[config.mk]
export PLATFORM = sky130hd
export DESIGN_NAME = usb_control_endpoint_engine
export DESIGN_NICKNAME = d
export VERILOG_FILES = /design/src/hdl/usbcee_pkg.sv /design/src/hdl/usb_control_endpoint_engine.sv /design/src/hdl/usbcee_decode.sv /design/src/hdl/usbcee_step.sv
export SDC_FILE = /design/constraint.sdc
export NUM_CORES = 1
export LEC_CHECK = 0
export ABC_CLOCK_PERIOD_IN_PS = 7800
export BUFFER_PORTS_ARGS = -buffer_cell sky130_fd_sc_hd__buf_2
export CORE_UTILIZATION = 60
export CTS_BUF_LIST = sky130_fd_sc_hd__clkbuf_8
export CTS_CLUSTER_DIAMETER = 100
export DETAILED_ROUTE_END_ITERATION = 16
export GPL_TIMING_DRIVEN = 0
export PLACE_DENSITY = 0.9
export SYNTH_ARGS = -nofsm -noshare
export SYNTH_HDL_FRONTEND = slang
export SYNTH_SLANG_ARGS = --single-unit
[constraint.sdc]
create_clock -name clk_i -period 7.8 [get_ports clk_i]
set_input_delay 1.17 -clock clk_i [delete_from_list [all_inputs] [get_ports clk_i]]
set_output_delay 1.17 -clock clk_i [all_outputs]
set_load 0.005 [all_outputs]
[src/hdl/usbcee_pkg.sv]
package usbcee_pkg;

  localparam int unsigned BUFFER_BYTES      = 256;
  localparam int unsigned PACKET_BYTES      = 64;
  localparam int unsigned SERIAL_DESC_BYTES = 62;

  localparam int unsigned NUM_CFG   = 7;
  localparam int unsigned CFG_IDX_W = 3;
  localparam int unsigned DLEN_W    = 8;
  localparam int unsigned OFFSET_W  = 9;
  localparam int unsigned LENGTH_W  = 7;

  typedef enum logic [2:0] {
    EV_SETUP,
    EV_IN_DONE,
    EV_OUT_RECEIVED,
    EV_OUT_NAK,
    EV_STALLED,
    EV_BUS_RESET,
    EV_SUSPEND,
    EV_WAKEUP
  } event_e;

  typedef enum logic [1:0] {
    ACT_NONE,
    ACT_STALL,
    ACT_ZLP,
    ACT_DATA
  } action_e;

  typedef enum logic [1:0] {
    PH_IDLE,
    PH_STALL,
    PH_STATUS,
    PH_DATA
  } phase_e;

  typedef enum logic [1:0] {
    LINK_DETACHED,
    LINK_DEFAULT,
    LINK_ADDRESSED,
    LINK_CONFIGURED
  } link_e;

  typedef enum logic [2:0] {
    SRC_DEVICE,
    SRC_CONFIG,
    SRC_LANG,
    SRC_MAKER,
    SRC_PRODUCT,
    SRC_SERIAL,
    SRC_HID,
    SRC_REPORT
  } source_e;

  typedef enum logic [1:0] {
    REPLY_STALL,
    REPLY_STATUS,
    REPLY_XMIT
  } reply_e;

  typedef enum logic [2:0] {
    CFG_DEVICE_LEN,
    CFG_CONFIG_LEN,
    CFG_HID_LEN,
    CFG_REPORT_LEN,
    CFG_LANG_LEN,
    CFG_MAKER_LEN,
    CFG_PRODUCT_LEN
  } cfg_reg_e;

  localparam logic [DLEN_W-1:0] CFG_RESET [NUM_CFG] =
    '{8'd18, 8'd41, 8'd9, 8'd34, 8'd4, 8'd2, 8'd2};

  localparam logic [1:0] REQ_TYPE_STANDARD = 2'd0;

  localparam logic [4:0] RCPT_DEVICE    = 5'd0;
  localparam logic [4:0] RCPT_INTERFACE = 5'd1;
  localparam logic [4:0] RCPT_ENDPOINT  = 5'd2;

  localparam logic [7:0] REQ_CLEAR_FEATURE     = 8'h01;
  localparam logic [7:0] REQ_SET_ADDRESS       = 8'h05;
  localparam logic [7:0] REQ_GET_DESCRIPTOR    = 8'h06;
  localparam logic [7:0] REQ_SET_CONFIGURATION = 8'h09;

  localparam logic [7:0] DESC_DEVICE = 8'h01;
  localparam logic [7:0] DESC_CONFIG = 8'h02;
  localparam logic [7:0] DESC_STRING = 8'h03;
  localparam logic [7:0] DESC_HID    = 8'h21;
  localparam logic [7:0] DESC_REPORT = 8'h22;

  localparam logic [7:0] STR_LANG    = 8'd0;
  localparam logic [7:0] STR_MAKER   = 8'd1;
  localparam logic [7:0] STR_PRODUCT = 8'd2;
  localparam logic [7:0] STR_SERIAL  = 8'd3;

  localparam logic [15:0] CONFIG_VALUE_ACTIVE = 16'd1;
  localparam logic [3:0]  MAX_TOGGLE_EP       = 4'd7;

  typedef struct packed {
    reply_e            reply;
    logic              set_address;
    logic [6:0]        address;
    logic              set_config;
    link_e             config_link;
    logic              toggle_valid;
    logic [2:0]        toggle_ep;
    source_e           source;
    logic [DLEN_W-1:0] size;
  } setup_t;

  typedef struct packed {
    action_e             action;
    source_e             source;
    logic [OFFSET_W-1:0] offset;
    logic [LENGTH_W-1:0] length;
    logic                toggle_valid;
    logic [2:0]          toggle_ep;
    link_e               link;
    logic [6:0]          address;
    logic                address_active;
    logic                suspended;
    phase_e              phase;
  } result_t;

endpackage

[src/hdl/usb_control_endpoint_engine.sv]
// Control endpoint engine for a USB device: one event in, one result out.
// Input channel (in_valid_i / in_stall_o): an event code plus the setup
// fields, which only setup events use. Output channel (out_valid_o /
// out_stall_i): reply action, descriptor chunk (source, offset, length),
// endpoint toggle reset and the link status after the event.
// Config channel (cfg_valid_i / cfg_ready_o): byte lengths of the
// descriptors, always ready; write only while no event is in flight.
// An accepted event is held in the input register; as it leaves, its
// result is loaded into the output register and the state is updated.
// Throughput: one event per cycle while out_stall_i holds no result; a
// new event enters the input register as the previous one leaves it.
// When out_stall_i holds a result, the input register stalls behind it and
// in_stall_o rises; the waiting result stays unchanged until taken.
// Reset: both pipeline registers empty, link detached, address cleared,
// phase idle, descriptor lengths back to their defaults.
module usb_control_endpoint_engine #(
  parameter int unsigned BufferBytes     = usbcee_pkg::BUFFER_BYTES,
  parameter int unsigned PacketBytes     = usbcee_pkg::PACKET_BYTES,
  parameter int unsigned SerialDescBytes = usbcee_pkg::SERIAL_DESC_BYTES
) (
  input  logic                             clk_i,
  input  logic                             rst_ni,

  input  logic                             in_valid_i,
  output logic                             in_stall_o,
  input  logic [2:0]                       event_code_i,
  input  logic [7:0]                       request_type_i,
  input  logic [7:0]                       request_code_i,
  input  logic [15:0]                      request_value_i,
  input  logic [15:0]                      request_index_i,
  input  logic [15:0]                      request_length_i,

  output logic                             out_valid_o,
  input  logic                             out_stall_i,
  output logic [1:0]                       reply_action_o,
  output logic [2:0]                       chunk_source_o,
  output logic [8:0]                       chunk_offset_o,
  output logic [6:0]                       chunk_length_o,
  output logic                             toggle_reset_valid_o,
  output logic [2:0]                       toggle_reset_endpoint_o,
  output logic [1:0]                       link_state_o,
  output logic [6:0]                       bus_address_o,
  output logic                             address_active_o,
  output logic                             is_suspended_o,
  output logic [1:0]                       phase_o,

  input  logic                             cfg_valid_i,
  output logic                             cfg_ready_o,
  input  logic [usbcee_pkg::CFG_IDX_W-1:0] cfg_index_i,
  input  logic [usbcee_pkg::DLEN_W-1:0]    cfg_data_i
);

  logic [usbcee_pkg::NUM_CFG-1:0][usbcee_pkg::DLEN_W-1:0] desc_len_q;

  logic                in_vld_q;
  usbcee_pkg::event_e  ev_q;
  logic [7:0]          type_q;
  logic [7:0]          code_q;
  logic [15:0]         value_q;
  logic [15:0]         index_q;
  logic [15:0]         length_q;

  logic                out_vld_q;
  usbcee_pkg::result_t res_q;

  logic                adv;
  logic                in_take;
  usbcee_pkg::setup_t  dec;
  usbcee_pkg::result_t res;

  assign cfg_ready_o = 1'b1;

  always_ff @(posedge clk_i or negedge rst_ni) begin
    if (!rst_ni) begin
      for (int i = 0; i < usbcee_pkg::NUM_CFG; i++) begin
        desc_len_q[i] <= usbcee_pkg::CFG_RESET[i];
      end
    end else if (cfg_valid_i && (cfg_index_i < usbcee_pkg::CFG_IDX_W'(usbcee_pkg::NUM_CFG))) begin
      desc_len_q[cfg_index_i] <= cfg_data_i;
    end
  end

  assign adv        = in_vld_q && (!out_vld_q || !out_stall_i);
  assign in_stall_o = in_vld_q && !adv;
  assign in_take    = in_valid_i && !in_stall_o;

  always_ff @(posedge clk_i or negedge rst_ni) begin
    if (!rst_ni) begin
      in_vld_q <= 1'b0;
    end else if (in_take) begin
      in_vld_q <= 1'b1;
    end else if (adv) begin
      in_vld_q <= 1'b0;
    end
  end

  always_ff @(posedge clk_i) begin
    if (in_take) begin
      ev_q     <= usbcee_pkg::event_e'(event_code_i);
      type_q   <= request_type_i;
      code_q   <= request_code_i;
      value_q  <= request_value_i;
      index_q  <= request_index_i;
      length_q <= request_length_i;
    end
  end

  usbcee_decode #(
    .SerialDescBytes(SerialDescBytes)
  ) u_decode (
    .request_type_i (type_q),
    .request_code_i (code_q),
    .request_value_i(value_q),
    .request_index_i(index_q),
    .desc_len_i     (desc_len_q),
    .dec_o          (dec)
  );

  usbcee_step #(
    .BufferBytes(BufferBytes),
    .PacketBytes(PacketBytes)
  ) u_step (
    .clk_i    (clk_i),
    .rst_ni   (rst_ni),
    .adv_i    (adv),
    .event_i  (ev_q),
    .setup_i  (dec),
    .req_len_i(length_q),
    .res_o    (res)
  );

  always_ff @(posedge clk_i or negedge rst_ni) begin
    if (!rst_ni) begin
      out_vld_q <= 1'b0;
    end else if (adv) begin
      out_vld_q <= 1'b1;
    end else if (!out_stall_i) begin
      out_vld_q <= 1'b0;
    end
  end

  always_ff @(posedge clk_i) begin
    if (adv) begin
      res_q <= res;
    end
  end

  assign out_valid_o             = out_vld_q;
  assign reply_action_o          = res_q.action;
  assign chunk_source_o          = res_q.source;
  assign chunk_offset_o          = res_q.offset;
  assign chunk_length_o          = res_q.length;
  assign toggle_reset_valid_o    = res_q.toggle_valid;
  assign toggle_reset_endpoint_o = res_q.toggle_ep;
  assign link_state_o            = res_q.link;
  assign bus_address_o           = res_q.address;
  assign address_active_o        = res_q.address_active;
  assign is_suspended_o          = res_q.suspended;
  assign phase_o                 = res_q.phase;

endmodule

[src/hdl/usbcee_decode.sv]
module usbcee_decode #(
  parameter int unsigned SerialDescBytes = usbcee_pkg::SERIAL_DESC_BYTES
) (
  input  logic [7:0]                                            request_type_i,
  input  logic [7:0]                                            request_code_i,
  input  logic [15:0]                                           request_value_i,
  input  logic [15:0]                                           request_index_i,
  input  logic [usbcee_pkg::NUM_CFG-1:0][usbcee_pkg::DLEN_W-1:0] desc_len_i,
  output usbcee_pkg::setup_t                                    dec_o
);

  logic [7:0] dtype;
  logic [7:0] dindex;
  logic [3:0] ep;

  assign dtype  = request_value_i[15:8];
  assign dindex = request_value_i[7:0];
  assign ep     = request_index_i[3:0];

  always_comb begin
    dec_o             = '0;
    dec_o.reply       = usbcee_pkg::REPLY_STALL;
    dec_o.address     = request_value_i[6:0];
    dec_o.config_link = (request_value_i == usbcee_pkg::CONFIG_VALUE_ACTIVE) ?
                        usbcee_pkg::LINK_CONFIGURED : usbcee_pkg::LINK_ADDRESSED;
    if (request_type_i[6:5] == usbcee_pkg::REQ_TYPE_STANDARD) begin
      unique case (request_type_i[4:0])
        usbcee_pkg::RCPT_DEVICE: begin
          unique case (request_code_i)
            usbcee_pkg::REQ_CLEAR_FEATURE: begin
              dec_o.reply = usbcee_pkg::REPLY_STATUS;
            end
            usbcee_pkg::REQ_SET_ADDRESS: begin
              dec_o.set_address = 1'b1;
              dec_o.reply       = usbcee_pkg::REPLY_STATUS;
            end
            usbcee_pkg::REQ_GET_DESCRIPTOR: begin
              unique case (dtype)
                usbcee_pkg::DESC_DEVICE: begin
                  dec_o.reply  = usbcee_pkg::REPLY_XMIT;
                  dec_o.source = usbcee_pkg::SRC_DEVICE;
                  dec_o.size   = desc_len_i[usbcee_pkg::CFG_DEVICE_LEN];
                end
                usbcee_pkg::DESC_CONFIG: begin
                  dec_o.reply  = usbcee_pkg::REPLY_XMIT;
                  dec_o.source = usbcee_pkg::SRC_CONFIG;
                  dec_o.size   = desc_len_i[usbcee_pkg::CFG_CONFIG_LEN];
                end
                usbcee_pkg::DESC_STRING: begin
                  unique case (dindex)
                    usbcee_pkg::STR_LANG: begin
                      dec_o.reply  = usbcee_pkg::REPLY_XMIT;
                      dec_o.source = usbcee_pkg::SRC_LANG;
                      dec_o.size   = desc_len_i[usbcee_pkg::CFG_LANG_LEN];
                    end
                    usbcee_pkg::STR_MAKER: begin
                      dec_o.reply  = usbcee_pkg::REPLY_XMIT;
                      dec_o.source = usbcee_pkg::SRC_MAKER;
                      dec_o.size   = desc_len_i[usbcee_pkg::CFG_MAKER_LEN];
                    end
                    usbcee_pkg::STR_PRODUCT: begin
                      dec_o.reply  = usbcee_pkg::REPLY_XMIT;
                      dec_o.source = usbcee_pkg::SRC_PRODUCT;
                      dec_o.size   = desc_len_i[usbcee_pkg::CFG_PRODUCT_LEN];
                    end
                    usbcee_pkg::STR_SERIAL: begin
                      dec_o.reply  = usbcee_pkg::REPLY_XMIT;
                      dec_o.source = usbcee_pkg::SRC_SERIAL;
                      dec_o.size   = usbcee_pkg::DLEN_W'(SerialDescBytes);
                    end
                    default: ;
                  endcase
                end
                default: ;
              endcase
            end
            usbcee_pkg::REQ_SET_CONFIGURATION: begin
              dec_o.set_config = 1'b1;
              dec_o.reply      = usbcee_pkg::REPLY_STATUS;
            end
            default: ;
          endcase
        end
        usbcee_pkg::RCPT_INTERFACE: begin
          if (request_code_i == usbcee_pkg::REQ_GET_DESCRIPTOR) begin
            if (dtype == usbcee_pkg::DESC_HID) begin
              dec_o.reply  = usbcee_pkg::REPLY_XMIT;
              dec_o.source = usbcee_pkg::SRC_HID;
              dec_o.size   = desc_len_i[usbcee_pkg::CFG_HID_LEN];
            end else if (dtype == usbcee_pkg::DESC_REPORT) begin
              dec_o.reply  = usbcee_pkg::REPLY_XMIT;
              dec_o.source = usbcee_pkg::SRC_REPORT;
              dec_o.size   = desc_len_i[usbcee_pkg::CFG_REPORT_LEN];
            end
          end
        end
        usbcee_pkg::RCPT_ENDPOINT: begin
          if (request_code_i == usbcee_pkg::REQ_CLEAR_FEATURE) begin
            dec_o.reply = usbcee_pkg::REPLY_STATUS;
            if (ep <= usbcee_pkg::MAX_TOGGLE_EP) begin
              dec_o.toggle_valid = 1'b1;
              dec_o.toggle_ep    = ep[2:0];
            end
          end
        end
        default: ;
      endcase
    end
  end

endmodule

[src/hdl/usbcee_step.sv]
module usbcee_step #(
  parameter int unsigned BufferBytes = usbcee_pkg::BUFFER_BYTES,
  parameter int unsigned PacketBytes = usbcee_pkg::PACKET_BYTES
) (
  input  logic                clk_i,
  input  logic                rst_ni,
  input  logic                adv_i,
  input  usbcee_pkg::event_e  event_i,
  input  usbcee_pkg::setup_t  setup_i,
  input  logic [15:0]         req_len_i,
  output usbcee_pkg::result_t res_o
);

  localparam int unsigned RemW      = $clog2(BufferBytes + 1);
  localparam int unsigned MaxChunks = BufferBytes / PacketBytes;
  localparam int unsigned OffW      = usbcee_pkg::OFFSET_W;

  localparam logic [OffW-1:0] BufLim = OffW'(BufferBytes);
  localparam logic [RemW-1:0] PktLim = RemW'(PacketBytes);

  usbcee_pkg::phase_e  phase_q, phase_d;
  usbcee_pkg::link_e   link_q, link_d;
  usbcee_pkg::source_e source_q, source_d;
  logic                susp_q, susp_d;
  logic [6:0]          addr_q, addr_d;
  logic                aen_q, aen_d;
  logic [RemW-1:0]     rem_q, rem_d;
  logic [OffW-1:0]     off_q, off_d;
  logic                zlp_q, zlp_d;
  logic                armed_q, armed_d;

  logic                awake;
  logic [OffW-1:0]     size_x, size_c, req_c;
  logic [RemW-1:0]     ld_size;
  logic                ld_zlp, size_mult;
  logic                is_setup;
  logic [RemW-1:0]     s_rem, s_n, s_rem_nxt;
  logic [OffW-1:0]     s_off;
  logic                s_zlp;
  usbcee_pkg::action_e s_act;
  logic [RemW-1:0]     s_rem_d;
  logic [OffW-1:0]     s_off_d;
  logic                s_zlp_d, s_more;

  assign awake    = !susp_q;
  assign is_setup = (event_i == usbcee_pkg::EV_SETUP);

  // descriptor length and host request, both clipped to the buffer
  always_comb begin
    size_x = OffW'(setup_i.size);
    size_c = (size_x > BufLim) ? BufLim : size_x;
    req_c  = (req_len_i > 16'(BufferBytes)) ? BufLim : req_len_i[OffW-1:0];
    size_mult = 1'b0;
    for (int k = 0; k <= MaxChunks; k++) begin
      if (size_c == OffW'(k * PacketBytes)) size_mult = 1'b1;
    end
    if (size_c < req_c) begin
      ld_size = RemW'(size_c);
      ld_zlp  = size_mult;
    end else begin
      ld_size = RemW'(req_c);
      ld_zlp  = 1'b0;
    end
  end

  // next packet of the data stage
  always_comb begin
    s_rem     = is_setup ? ld_size : rem_q;
    s_off     = is_setup ? '0 : off_q;
    s_zlp     = is_setup ? ld_zlp : zlp_q;
    s_n       = (s_rem > PktLim) ? PktLim : s_rem;
    s_rem_nxt = s_rem - s_n;
    s_rem_d   = s_rem;
    s_off_d   = s_off;
    s_zlp_d   = s_zlp;
    if (s_rem == '0) begin
      s_act   = s_zlp ? usbcee_pkg::ACT_ZLP : usbcee_pkg::ACT_NONE;
      s_zlp_d = 1'b0;
      s_more  = 1'b0;
    end else begin
      s_act   = usbcee_pkg::ACT_DATA;
      s_rem_d = s_rem_nxt;
      s_off_d = s_off + OffW'(s_n);
      s_more  = !(s_rem_nxt == '0 && !s_zlp);
    end
  end

  always_comb begin
    phase_d  = phase_q;
    link_d   = link_q;
    source_d = source_q;
    susp_d   = susp_q;
    addr_d   = addr_q;
    aen_d    = aen_q;
    rem_d    = rem_q;
    off_d    = off_q;
    zlp_d    = zlp_q;
    armed_d  = armed_q;
    res_o    = '0;
    res_o.action = usbcee_pkg::ACT_NONE;

    unique case (event_i)
      usbcee_pkg::EV_BUS_RESET: begin
        link_d  = usbcee_pkg::LINK_DEFAULT;
        addr_d  = '0;
        aen_d   = 1'b0;
        rem_d   = '0;
        off_d   = '0;
        zlp_d   = 1'b0;
        phase_d = usbcee_pkg::PH_IDLE;
        armed_d = 1'b0;
      end
      usbcee_pkg::EV_SUSPEND: begin
        if (awake) susp_d = 1'b1;
      end
      usbcee_pkg::EV_WAKEUP: begin
        if (!awake) susp_d = 1'b0;
      end
      usbcee_pkg::EV_SETUP: begin
        if (awake) begin
          if (setup_i.set_address) addr_d = setup_i.address;
          if (setup_i.set_config)  link_d = setup_i.config_link;
          unique case (setup_i.reply)
            usbcee_pkg::REPLY_XMIT: begin
              source_d = setup_i.source;
              phase_d  = usbcee_pkg::PH_DATA;
              armed_d  = 1'b1;
              rem_d    = s_rem_d;
              off_d    = s_off_d;
              zlp_d    = s_zlp_d;
              res_o.action = s_act;
            end
            usbcee_pkg::REPLY_STATUS: begin
              phase_d  = usbcee_pkg::PH_STATUS;
              armed_d  = 1'b1;
              res_o.action       = usbcee_pkg::ACT_ZLP;
              res_o.toggle_valid = setup_i.toggle_valid;
              res_o.toggle_ep    = setup_i.toggle_ep;
            end
            default: begin
              phase_d  = usbcee_pkg::PH_STALL;
              armed_d  = 1'b0;
              res_o.action = usbcee_pkg::ACT_STALL;
            end
          endcase
        end
      end
      usbcee_pkg::EV_IN_DONE: begin
        if (awake && armed_q) begin
          if (phase_q == usbcee_pkg::PH_DATA) begin
            rem_d = s_rem_d;
            off_d = s_off_d;
            zlp_d = s_zlp_d;
            res_o.action = s_act;
            if (!s_more) armed_d = 1'b0;
          end else if (phase_q == usbcee_pkg::PH_STATUS) begin
            phase_d = usbcee_pkg::PH_IDLE;
            armed_d = 1'b0;
            if (link_q == usbcee_pkg::LINK_DEFAULT && addr_q != '0) begin
              aen_d  = 1'b1;
              link_d = usbcee_pkg::LINK_ADDRESSED;
            end
          end
        end
      end
      usbcee_pkg::EV_OUT_RECEIVED: begin
        if (awake && phase_q == usbcee_pkg::PH_DATA) begin
          phase_d = usbcee_pkg::PH_IDLE;
          armed_d = 1'b0;
        end
      end
      usbcee_pkg::EV_OUT_NAK: begin
        if (awake && phase_q == usbcee_pkg::PH_DATA) begin
          rem_d = '0;
          zlp_d = 1'b0;
        end
      end
      usbcee_pkg::EV_STALLED: begin
        if (awake) begin
          phase_d = usbcee_pkg::PH_IDLE;
          armed_d = 1'b0;
        end
      end
      default: ;
    endcase

    if (res_o.action == usbcee_pkg::ACT_DATA) begin
      res_o.source = source_d;
      res_o.offset = s_off;
      res_o.length = usbcee_pkg::LENGTH_W'(s_n);
    end
    res_o.link           = link_d;
    res_o.address        = addr_d;
    res_o.address_active = aen_d;
    res_o.suspended      = susp_d;
    res_o.phase          = phase_d;
  end

  always_ff @(posedge clk_i or negedge rst_ni) begin
    if (!rst_ni) begin
      phase_q  <= usbcee_pkg::PH_IDLE;
      link_q   <= usbcee_pkg::LINK_DETACHED;
      source_q <= usbcee_pkg::SRC_DEVICE;
      susp_q   <= 1'b0;
      addr_q   <= '0;
      aen_q    <= 1'b0;
      rem_q    <= '0;
      off_q    <= '0;
      zlp_q    <= 1'b0;
      armed_q  <= 1'b0;
    end else if (adv_i) begin
      phase_q  <= phase_d;
      link_q   <= link_d;
      source_q <= source_d;
      susp_q   <= susp_d;
      addr_q   <= addr_d;
      aen_q    <= aen_d;
      rem_q    <= rem_d;
      off_q    <= off_d;
      zlp_q    <= zlp_d;
      armed_q  <= armed_d;
    end
  end

endmodule

## Word-level counts from Yosys, hierarchy flattened

Cells that the tools add are included.

- Bitwise operators: 6
- Add/subtract/negate cells: 2
- Muxes and demuxes: 107
- Reductions and logical operators: 38
- Order comparisons: 8
- Equality and inequality tests: 42

Operator list:

| kind | count |
|---|---|
| two-way mux 9 bit | 17 |
| bitwise mux 56 bit | 1 |
| two-way mux 11 bit | 5 |
| case mux 11 bit (4 select lines) | 1 |
| two-way mux 2 bit | 21 |
| two-way mux 1 bit | 36 |
| case mux 9 bit (4 select lines) | 1 |
| case mux 11 bit (3 select lines) | 1 |
| equality test 8 x 2 -> 1 bit, second input constant | 4 |
| logical NOT 9 bit | 3 |
| case mux 9 bit (3 select lines) | 1 |
| demux 8 bit (select 3 bit) | 1 |
| equality test 8 x 1 -> 1 bit, second input constant | 3 |
| case mux 11 bit (2 select lines) | 1 |
| case mux 2 bit (2 select lines) | 5 |
| equality test 9 x 8 -> 1 bit, second input constant | 2 |
| equality test 16 x 1 -> 1 bit, second input constant | 1 |
| equality test 8 x 3 -> 1 bit, second input constant | 2 |
| equality test 8 x 6 -> 1 bit, second input constant | 2 |
| greater-than comparator 16 x 9 -> 1 bit, second input constant | 1 |
| two-way mux 7 bit | 2 |
| case mux 7 bit (2 select lines) | 1 |
| equality test 3 bit, second input constant | 4 |
| two-way mux 3 bit | 4 |
| 50 further kinds | 83 |

- Input bits: 83
- Output and inout bits: 41
- Word-level logic and storage cells: 239
- Register bits after elaboration: 186

## Longest topological paths before layout

Gate-level depths: netlist of the first run.

- Depth after elaboration: 24
- Gate-level depth with buffers: 29

## Hierarchy

Synthesis of the first run repeated with hierarchy kept, for this count alone.

- Cell total of the unflattened synthesis: 757
- Area, all modules: 9486.6 sq um

By module, submodules not included:

| module | times used | seq. area each (sq um) | cells each | area each (sq um) |
|---|---|---|---|---|
| usb_control_endpoint_engine | 1 | 4619.4 | 241 | 5412.7 |
| usbcee_step | 1 | 900.9 | 399 | 3240.6 |
| usbcee_decode | 1 | 0.0 | 117 | 833.3 |

## Least setup slack after synthesis of the first run

OpenSTA, ideal clock, no wires.

- Path kind: register -> register
- Start point: register value_q[13]
- End point: register u_step.off_q[8]
- Setup time: 0.146 ns
- Arrival time: 5.973 ns
- Required time: 7.654 ns
- Buffers on the path: 2
- Setup slack: 1.681 ns
- Stages on the path, launching flop included: 28
- Cells stage by stage: edfxtp_1 or4_2 or2_2 clkbuf_1 o22ai_1 a22oi_1 nor2_1 ha_1 a21o_1 a21oi_1 nor2b_1 nor2_1 nor3_4 mux2_2 o21bai_4 clkbuf_1 nor2b_1 ha_1 fa_1 a21o_1 a21o_1 a21o_1 a21oi_1 o21bai_1 a21oi_1 nor2_1 a31oi_1 o221ai_1

- Longest elaborated chain between the ends: 18
- Elaborated cells on any way between the ends: 38
- Classes of those cells: 1 x add/sub; 3 x order compare; 7 x eq/ne; 24 x mux; 3 x reduce/logical

Ends and longest elaborated chain:

| element | RTL line | RTL |
|---|---|---|
| start, declared | usb_control_endpoint_engine.sv:59 | `logic [15:0] value_q;` |
| start signal, assigned | usb_control_endpoint_engine.sv:102 | `value_q <= request_value_i;` |
| equality test 8 x 6 -> 1 bit | usbcee_decode.sv:90 | `end else if (dtype == usbcee_pkg::DESC_REPORT) begin` |
| two-way mux 11 bit | usbcee_decode.sv:90 |  |
| two-way mux 11 bit | usbcee_decode.sv:86 | `if (dtype == usbcee_pkg::DESC_HID) begin` |
| two-way mux 11 bit | usbcee_decode.sv:85 | `if (request_code_i == usbcee_pkg::REQ_GET_DESCRIPTOR) begin` |
| case mux 11 bit (2 select lines) (*) | usbcee_decode.sv:27 | `unique case (request_type_i[4:0])` |
| two-way mux 11 bit (*) | usbcee_decode.sv:26 | `if (request_type_i[6:5] == usbcee_pkg::REQ_TYPE_STANDARD) begin` |
| greater-than comparator 8 x 9 -> 1 bit | usbcee_step.sv:51 | `size_c = (size_x > BufLim) ? BufLim : size_x;` |
| two-way mux 9 bit (*) | usbcee_step.sv:51 |  |
| [3 not listed] | -- |  |
| greater-than comparator 9 x 7 -> 1 bit | usbcee_step.sv:71 | `s_n = (s_rem > PktLim) ? PktLim : s_rem;` |
| two-way mux 9 bit (*) | usbcee_step.sv:71 |  |
| net u_step.s_n[6] | usbcee_step.sv:37 | `logic [RemW-1:0] s_rem, s_n, s_rem_nxt;` |
| adder 9 bit (*) | usbcee_step.sv:83 | `s_off_d = s_off + OffW'(s_n);` |
| two-way mux 9 bit (*) | usbcee_step.sv:76 | `if (s_rem == '0) begin` |
| two-way mux 9 bit, on equally long branches | usbcee_step.sv:150, usbcee_step.sv:123 |  |
| two-way mux 9 bit, on equally long branches | usbcee_step.sv:149, usbcee_step.sv:120 |  |
| case mux 9 bit (3 select lines) (*) | usbcee_step.sv:102 | `unique case (event_i)` |
| end signal, assigned | usbcee_step.sv:208 | `off_q <= '0;` |
| end signal, assigned | usbcee_step.sv:219 | `off_q <= off_d;` |
| end, declared | usbcee_step.sv:28 | `logic [OffW-1:0] off_q, off_d;` |

The timed path passes the listed nets; every way through them passes the cells marked *. The select of a mux whose other input is x is not followed.
A chain may end at the register's enable or synchronous reset.

## Worst setup path after layout of the first run

- Start point: register value_q[0]
- End point: register u_step.off_q[8]

- Longest elaborated chain between the ends: 18
- Elaborated cells on any way between the ends: 33
- Classes of those cells: 1 x add/sub; 3 x order compare; 5 x eq/ne; 20 x mux; 4 x reduce/logical

Ends and longest elaborated chain:

| element | RTL line | RTL |
|---|---|---|
| equality test 8 x 2 -> 1 bit, or another cell as far along | usbcee_decode.sv:50 | `unique case (dindex)` |
| case mux 11 bit (4 select lines) (*) | usbcee_decode.sv:50 |  |
| case mux 11 bit (3 select lines) (*) | usbcee_decode.sv:38 | `unique case (dtype)` |
| two-way mux 11 bit (*) | usbcee_decode.sv:29 | `unique case (request_code_i)` |
| case mux 11 bit (2 select lines) (*) | usbcee_decode.sv:27 |  |
| two-way mux 11 bit (*) | usbcee_decode.sv:26 |  |
| greater-than comparator 8 x 9 -> 1 bit | usbcee_step.sv:51 |  |
| two-way mux 9 bit (*) | usbcee_step.sv:51 |  |
| [3 not listed] | -- |  |
| greater-than comparator 9 x 7 -> 1 bit | usbcee_step.sv:71 |  |
| two-way mux 9 bit (*) | usbcee_step.sv:71 |  |
| net u_step.s_n[6] | usbcee_step.sv:37 |  |
| adder 9 bit (*) | usbcee_step.sv:83 |  |
| two-way mux 9 bit (*) | usbcee_step.sv:76 |  |
| two-way mux 9 bit, on equally long branches | usbcee_step.sv:150, usbcee_step.sv:123 |  |
| two-way mux 9 bit, on equally long branches | usbcee_step.sv:149, usbcee_step.sv:120 |  |
| case mux 9 bit (3 select lines) (*) | usbcee_step.sv:102 |  |

Marks and branches as above.

==> impl_metrics.toml, run 1 <==
[worst_hold_path]
hold_class = "flop to flop"
worstHoldStart = "in_vld_q"

[timing]
tightest_slew_ps = 1359
hold_violations = 0
rsz0062_at_grt = "false"
clock_skew_ps = 11.85
max_slew_margin_pct = 9.211
max_freq_mhz = 136.0
setup_viol = 0
period_share_pct = 94.30
finalSetupTns_ps = 0
fin_crit_ps = 7355
slew_viol_final = 0

[final_layout]
fin_util_pct = 70.60
diodes = 0
drive_gt1_share_pct = 28.60
num-fill-cells = 1114
fin_cells = 1155
area_delta_synth_final_pct = 14.19
nets = 1032

[synthesis]
synth_top_cell_by_area = "edfxtp_1"
synth_top_cells_by_area = "edfxtp_1 (29%), dfrtp_1 (22%), mux2_2 (8.2%)"
netlist.area_leader.share_pct = 29.18
ys_warn_count = 0
synth_edf_count = 92
ys_seq_elements = 186
ys_seq_area_share_pct = 54.18
syn_avg_cell_area_um2 = 11.82
syn_inst = 801
synthArstFlopShare_pct = 50.54
ys_types = 93
synthFlopType = "edfxtp_1"
yosysMostFrequentCell = "edfxtp_1"
synth_commonest_cells = "edfxtp_1 (92), dfrtp_1 (82), nand2_1 (73)"
synth_area_um2 = 9469

[die]
dieArea_um2 = 16290
die_h_um = 127.6
die_x_um = 127.6
io_pins = 124
initial_core_util_pct = 61.83
rows = 45
core_area_um2 = 15310

[clock_network]
cts_setup_buffers = 0
ctsResizeCount = 0
cts-root-buf = "clkbuf_8"
clkTransAtPathRegs_ps = 90
cts_buffer_depth = 2
postCtsHoldBufs = 0
cts_tree = "built"
numCtsBuffers = 17
clock-sinks = 186
htreeDepth = 4
clk_latency_ps = 470

[drt]
viasPerCell = 6.133
first_pass_iters = 6
ant_nets = 0
wl_mm = 21.73
drt-wirelength-per-cell_um = 18.82
drt-initial-drc-count = 756
vias = 7084
drc = 0

[worst_setup_path]
crit_arrival_ps = 7680
crit_start = "value_q[0]"
end_kind = "flop"
startpoint_type = "flop"
worstSetupPathType = "flop to flop"
path_max_fanout = 10
reg2reg_from = "value_q[0]"
crit_slowest_cell = "clkbuf_1"
slowest_delay_ps = 600
required_ps = 8130

[global_routing]
antenna_found_initial = 0
first_global_vias = 6775
grt_max_degree = 72
track_usage_pct = 27.88
grt_overflow = 0
grt_pass1_wl_mm = 34.48

[place]
port_buffers = 107
dp_cells = 1123
hpwlAfterDp_mm = 15.61
gp_congestion = 0.9481

[pwr]
p_leak_nw = 4.442
power.density_nw_per_um2 = 235.7
vdd_drop_max_uv = 148.8

[run_status]
run_status = "completed"

[flow_run]
drv_cap = 0
## cells by family (layout without fill, tap and decap cells)
group,Yosys count,in the layout,synth area share [%]
other,2,3,0.07931
adders and majority gates,18,18,2.458
xor gates and xnor gates,8,8,0.7399
buffers and inverters,52,194,2.801
DFF,186,186,54.18
AOI/OAI and AO/OA,189,189,14.94
muxes,83,83,9.725
and+or+nand+nor,263,263,15.08
## final timing paths
path / endpoint / slack [ps] / cells after the start
max reg2reg: u_step.off_q[8] / 440 / 29
max: u_step.off_q[8] / 440 / 29
min: out_valid_o / 480 / 1
max in group asynchronous: desc_len_q[41] / 6510 / 2
min in group asynchronous: desc_len_q[31] / 590 / 1
min reg2reg: out_valid_o / 480 / 1
## cell type report
cell class	instances	area [µm²]	area share (%)
inverter	19	71.32	0.6596
timing repair buffer	110	605.6	5.601
tap	211	264.0	2.442
multi-input combinational	564	4079	37.72
clock inverter	14	220.2	2.037
clock buffer	18	247.7	2.291
sequential	186	5130	47.44
buffer	33	195.2	1.805
## power by group
| part | internal (mW) | total (mW) | switching [mW] | leakage, nW |
|---|---|---|---|---|
| logic | 0.236 | 0.542 | 0.305 | 2.15 |
| clock network | 0.394 | 0.749 | 0.356 | 0.238 |
| registers | 1.18 | 1.26 | 0.0812 | 2.05 |
| total | 1.81 | 2.55 | 0.742 | 4.44 |
## cells in the final DEF, fill, tap and decap left out, drive strengths merged, types with 8 or more instances in the layout
master / count
nor4: 16
or4: 9
a21o: 8
dfstp: 12
nand3: 13
inv: 23
nor2: 59
nor3: 15
mux2: 69
and2: 26
dfrtp: 82
mux2i: 14
buf: 123
a21oi: 38
ha: 17
o21ai: 37
a22o: 27
edfxtp: 92
clkbuf: 38
nand2: 74
a22oi: 13
## through the flow
step	area, µm²	hold slack [ps]	total power [mW]	setup slack (ps)
final	10810	482.8	2.549	444.8
after global routing	10810	521.5	2.650	34.25
after CTS	10810	492.7	2.549	494.8
after detailed placement	10340	474.1	1.802	571.7
after global placement	10270	455.1	1.771	753.3
after floorplan	9473	445.8	1.643	1681
## routing by layer
metal / vias up / GRT usage, % / wire length (µm)
li1: 3284 / - / -
met1: 3413 / 35.78 / 9272
met2: 325 / 45.39 / 10310
met3: 62 / 6.365 / 1441
met4: 0 / 12.80 / 707
met5: - / 0 / 0
## critical path: cells and delay by family (launching register included)
family	cells	cell delay [ps]
DFF	1	340
buffers and inverters	3	1360
muxes	2	770
and+or+nand+nor	7	1110
AOI/OAI and AO/OA	14	2600
adders and majority gates	3	1020
## state kept, by name, indices dropped and copies added, names as in the netlist, 4 cells and up
name / cells
desc_len_q: 56
chunk_offset_o: 9
type_q: 7
length_q: 16
bus_address_o: 7
u_step.rem_q: 9
u_step.addr_q: 7
value_q: 16
chunk_length_o: 7
code_q: 8
u_step.off_q: 9
index_q: 4
(Power assumes the default switching activity.)
==> inputs of run 2 (changes only) <==
ABC_CLOCK_PERIOD_IN_PS = 9000   (was 7800)
CORE_UTILIZATION = 65   (was 60)
PLACE_DENSITY = 0.95   (was 0.9)
clock period = 9 ns   (was 7.8 ns; I/O delays follow)
==> run 2 against run 1 <==
Total power fell by 18%. Critical path depth down 3. Combinational power is 13% lower. Worst setup slack gained 1200 ps.
==> impl_metrics.toml, run 2 (synthesis results as in run 1) <==
[place]
port_buffers = 107
dp_slack_ps = 1847
gp_congestion = 0.9449
hpwlAfterDp_mm = 16.15

[timing]
rsz0062_at_grt = "false"
finalSetupTns_ps = 0
slew_viol_final = 0
fin_crit_ps = 7402
whs_ps = 511.2
tightest_slew_ps = 1345
max_slew_margin_pct = 7.988
hold_violations = 0
period_share_pct = 82.24
fin_ws_ps = 1598
max_freq_mhz = 135.1
setup_viol = 0
clock_skew_ps = 15.30

[pwr]
vdd_drop_max_uv = 148.3
power.density_nw_per_um2 = 196.4
p_sw_share_pct = 30.88
p_leak_nw = 4.399
sequentialPowerShare_pct = 52.0
p_int_mw = 1.449
combPwrFrac_pct = 22.4
switching_power_mw = 0.6473
power.share.clock_pct = 25.6

[drt]
first_pass_iters = 7
drt-wirelength-per-cell_um = 19.51
drt-initial-drc-count = 737
ant_nets = 0
drc = 0
viasPerCell = 6.375
vias = 7166
wl_mm = 21.93

[final_layout]
diodes = 0
final_common_cell = "buf_2"
largest_reg_flops = 56
largest_register = "desc_len_q"
fin_util_pct = 76.00
area_delta_synth_final_pct = 12.70
drive_gt1_share_pct = 28.50
final_cell_mix = "buf_2 (109), edfxtp_1 (92), dfrtp_1 (82)"
nets = 1032
largest_registers = "desc_len_q x56, length_q x16, value_q x16"

[worst_setup_path]
startpoint_type = "flop"
path_max_fanout = 10
required_ps = 9330
crit_arrival_ps = 7730
end_kind = "flop"
worstSetupPathType = "flop to flop"

[clock_network]
clkTransAtPathRegs_ps = 90
postCtsHoldBufs = 0
cts_setup_buffers = 0
cts-root-buf = "clkbuf_8"
numCtsBuffers = 17
clk_latency_ps = 480
cts_buffer_depth = 2
htreeDepth = 4
cts_tree = "built"
clock-sinks = 186
ctsResizeCount = 0

[run_status]
run_status = "completed"

[flow_run]
drv_cap = 0

[global_routing]
grt_overflow = 0
grt_pass1_wl_mm = 34.77
track_usage_pct = 31.03
met1_usage_pct = 40.98
busiest_layer = "met2"
first_global_vias = 6947
met3_usage_pct = 7.342
grt_use_met2_pct = 49.51
grt_max_degree = 55
antenna_found_initial = 0

[die]
rows = 43
core_area_um2 = 14040
io_pins = 124
die_h_um = 122.7
dieArea_um2 = 15050
die_x_um = 122.7
initial_core_util_pct = 67.43

[worst_hold_path]
hold_class = "flop to flop"
-- run 2: worst paths after layout --
kind / start / endpoint / slack [ps] / depth (start not counted)
max in group asynchronous: rst_ni / desc_len_q[49] / 7350 / 2
max reg2reg: value_q[4] / u_step.off_q[8] / 1600 / 26
min in group asynchronous: rst_ni / desc_len_q[37] / 910 / 1
min: desc_len_q[53] / desc_len_q[53] / 510 / 1
max: value_q[4] / u_step.off_q[8] / 1600 / 26
min reg2reg: desc_len_q[53] / desc_len_q[53] / 510 / 1
-- run 2: area by class of cell --
cell class | instances | area [µm²]
Buffer | 33 | 195.2
Clock buffer | 17 | 234.0
Clock inverter | 15 | 138.9
Fill cell | 901 | 3371
Inverter | 19 | 71.32
Multi-Input combinational cell | 564 | 4079
Sequential cell | 186 | 5130
Tap cell | 180 | 225.2
Timing Repair Buffer | 110 | 598.1
-- run 2: power groups by stage --
stage | sequential (mW) | clock [mW] | combinational [mW]
CTS | 1.09 | 0.546 | 0.465
floorplan | 1.09 | 0 | 0.339
global route | 1.10 | 0.579 | 0.512
finish | 1.09 | 0.537 | 0.470
global placement | 1.10 | 0 | 0.436
detailed placement | 1.10 | 0 | 0.460
-- run 2: through the flow --
step                      instance area, µm²  std cells  power, mW
final                                  10670       1124      2.096
after global routing                   10670       1124      2.193
after CTS                              10670       1124      2.098
after detailed placement               10300       1092      1.565
after global placement                 10230       1089      1.533
after floorplan                         9473        802      1.424
-- run 2: per-layer routing --
layer	vias up	part of all wire, %
met4	0	2.7
met3	60	6.5
li1	3288	-
met2	359	49
met1	3459	42
met5	-	0
-- run 2: critical path, cell delays in order (launching register included) --
cell      delay [ps]
edfxtp_1         390
or4_1            650
nor4_2           690
a222oi_1         290
o32a_2           410
nor2_1           210
ha_1             290
nand2_1           60
nor2_1            50
nand3_1          150
a211oi_4          80
nor3_4           450
mux2i_2          480
o21bai_4         270
clkbuf_1         400
nor2b_1          130
ha_1             250
fa_1             400
a21o_1           190
a21o_1           220
a21o_1           220
a21oi_1          260
o21bai_1         100
a21oi_1          210
nor2_1            90
o211ai_1         180
o221ai_1         130
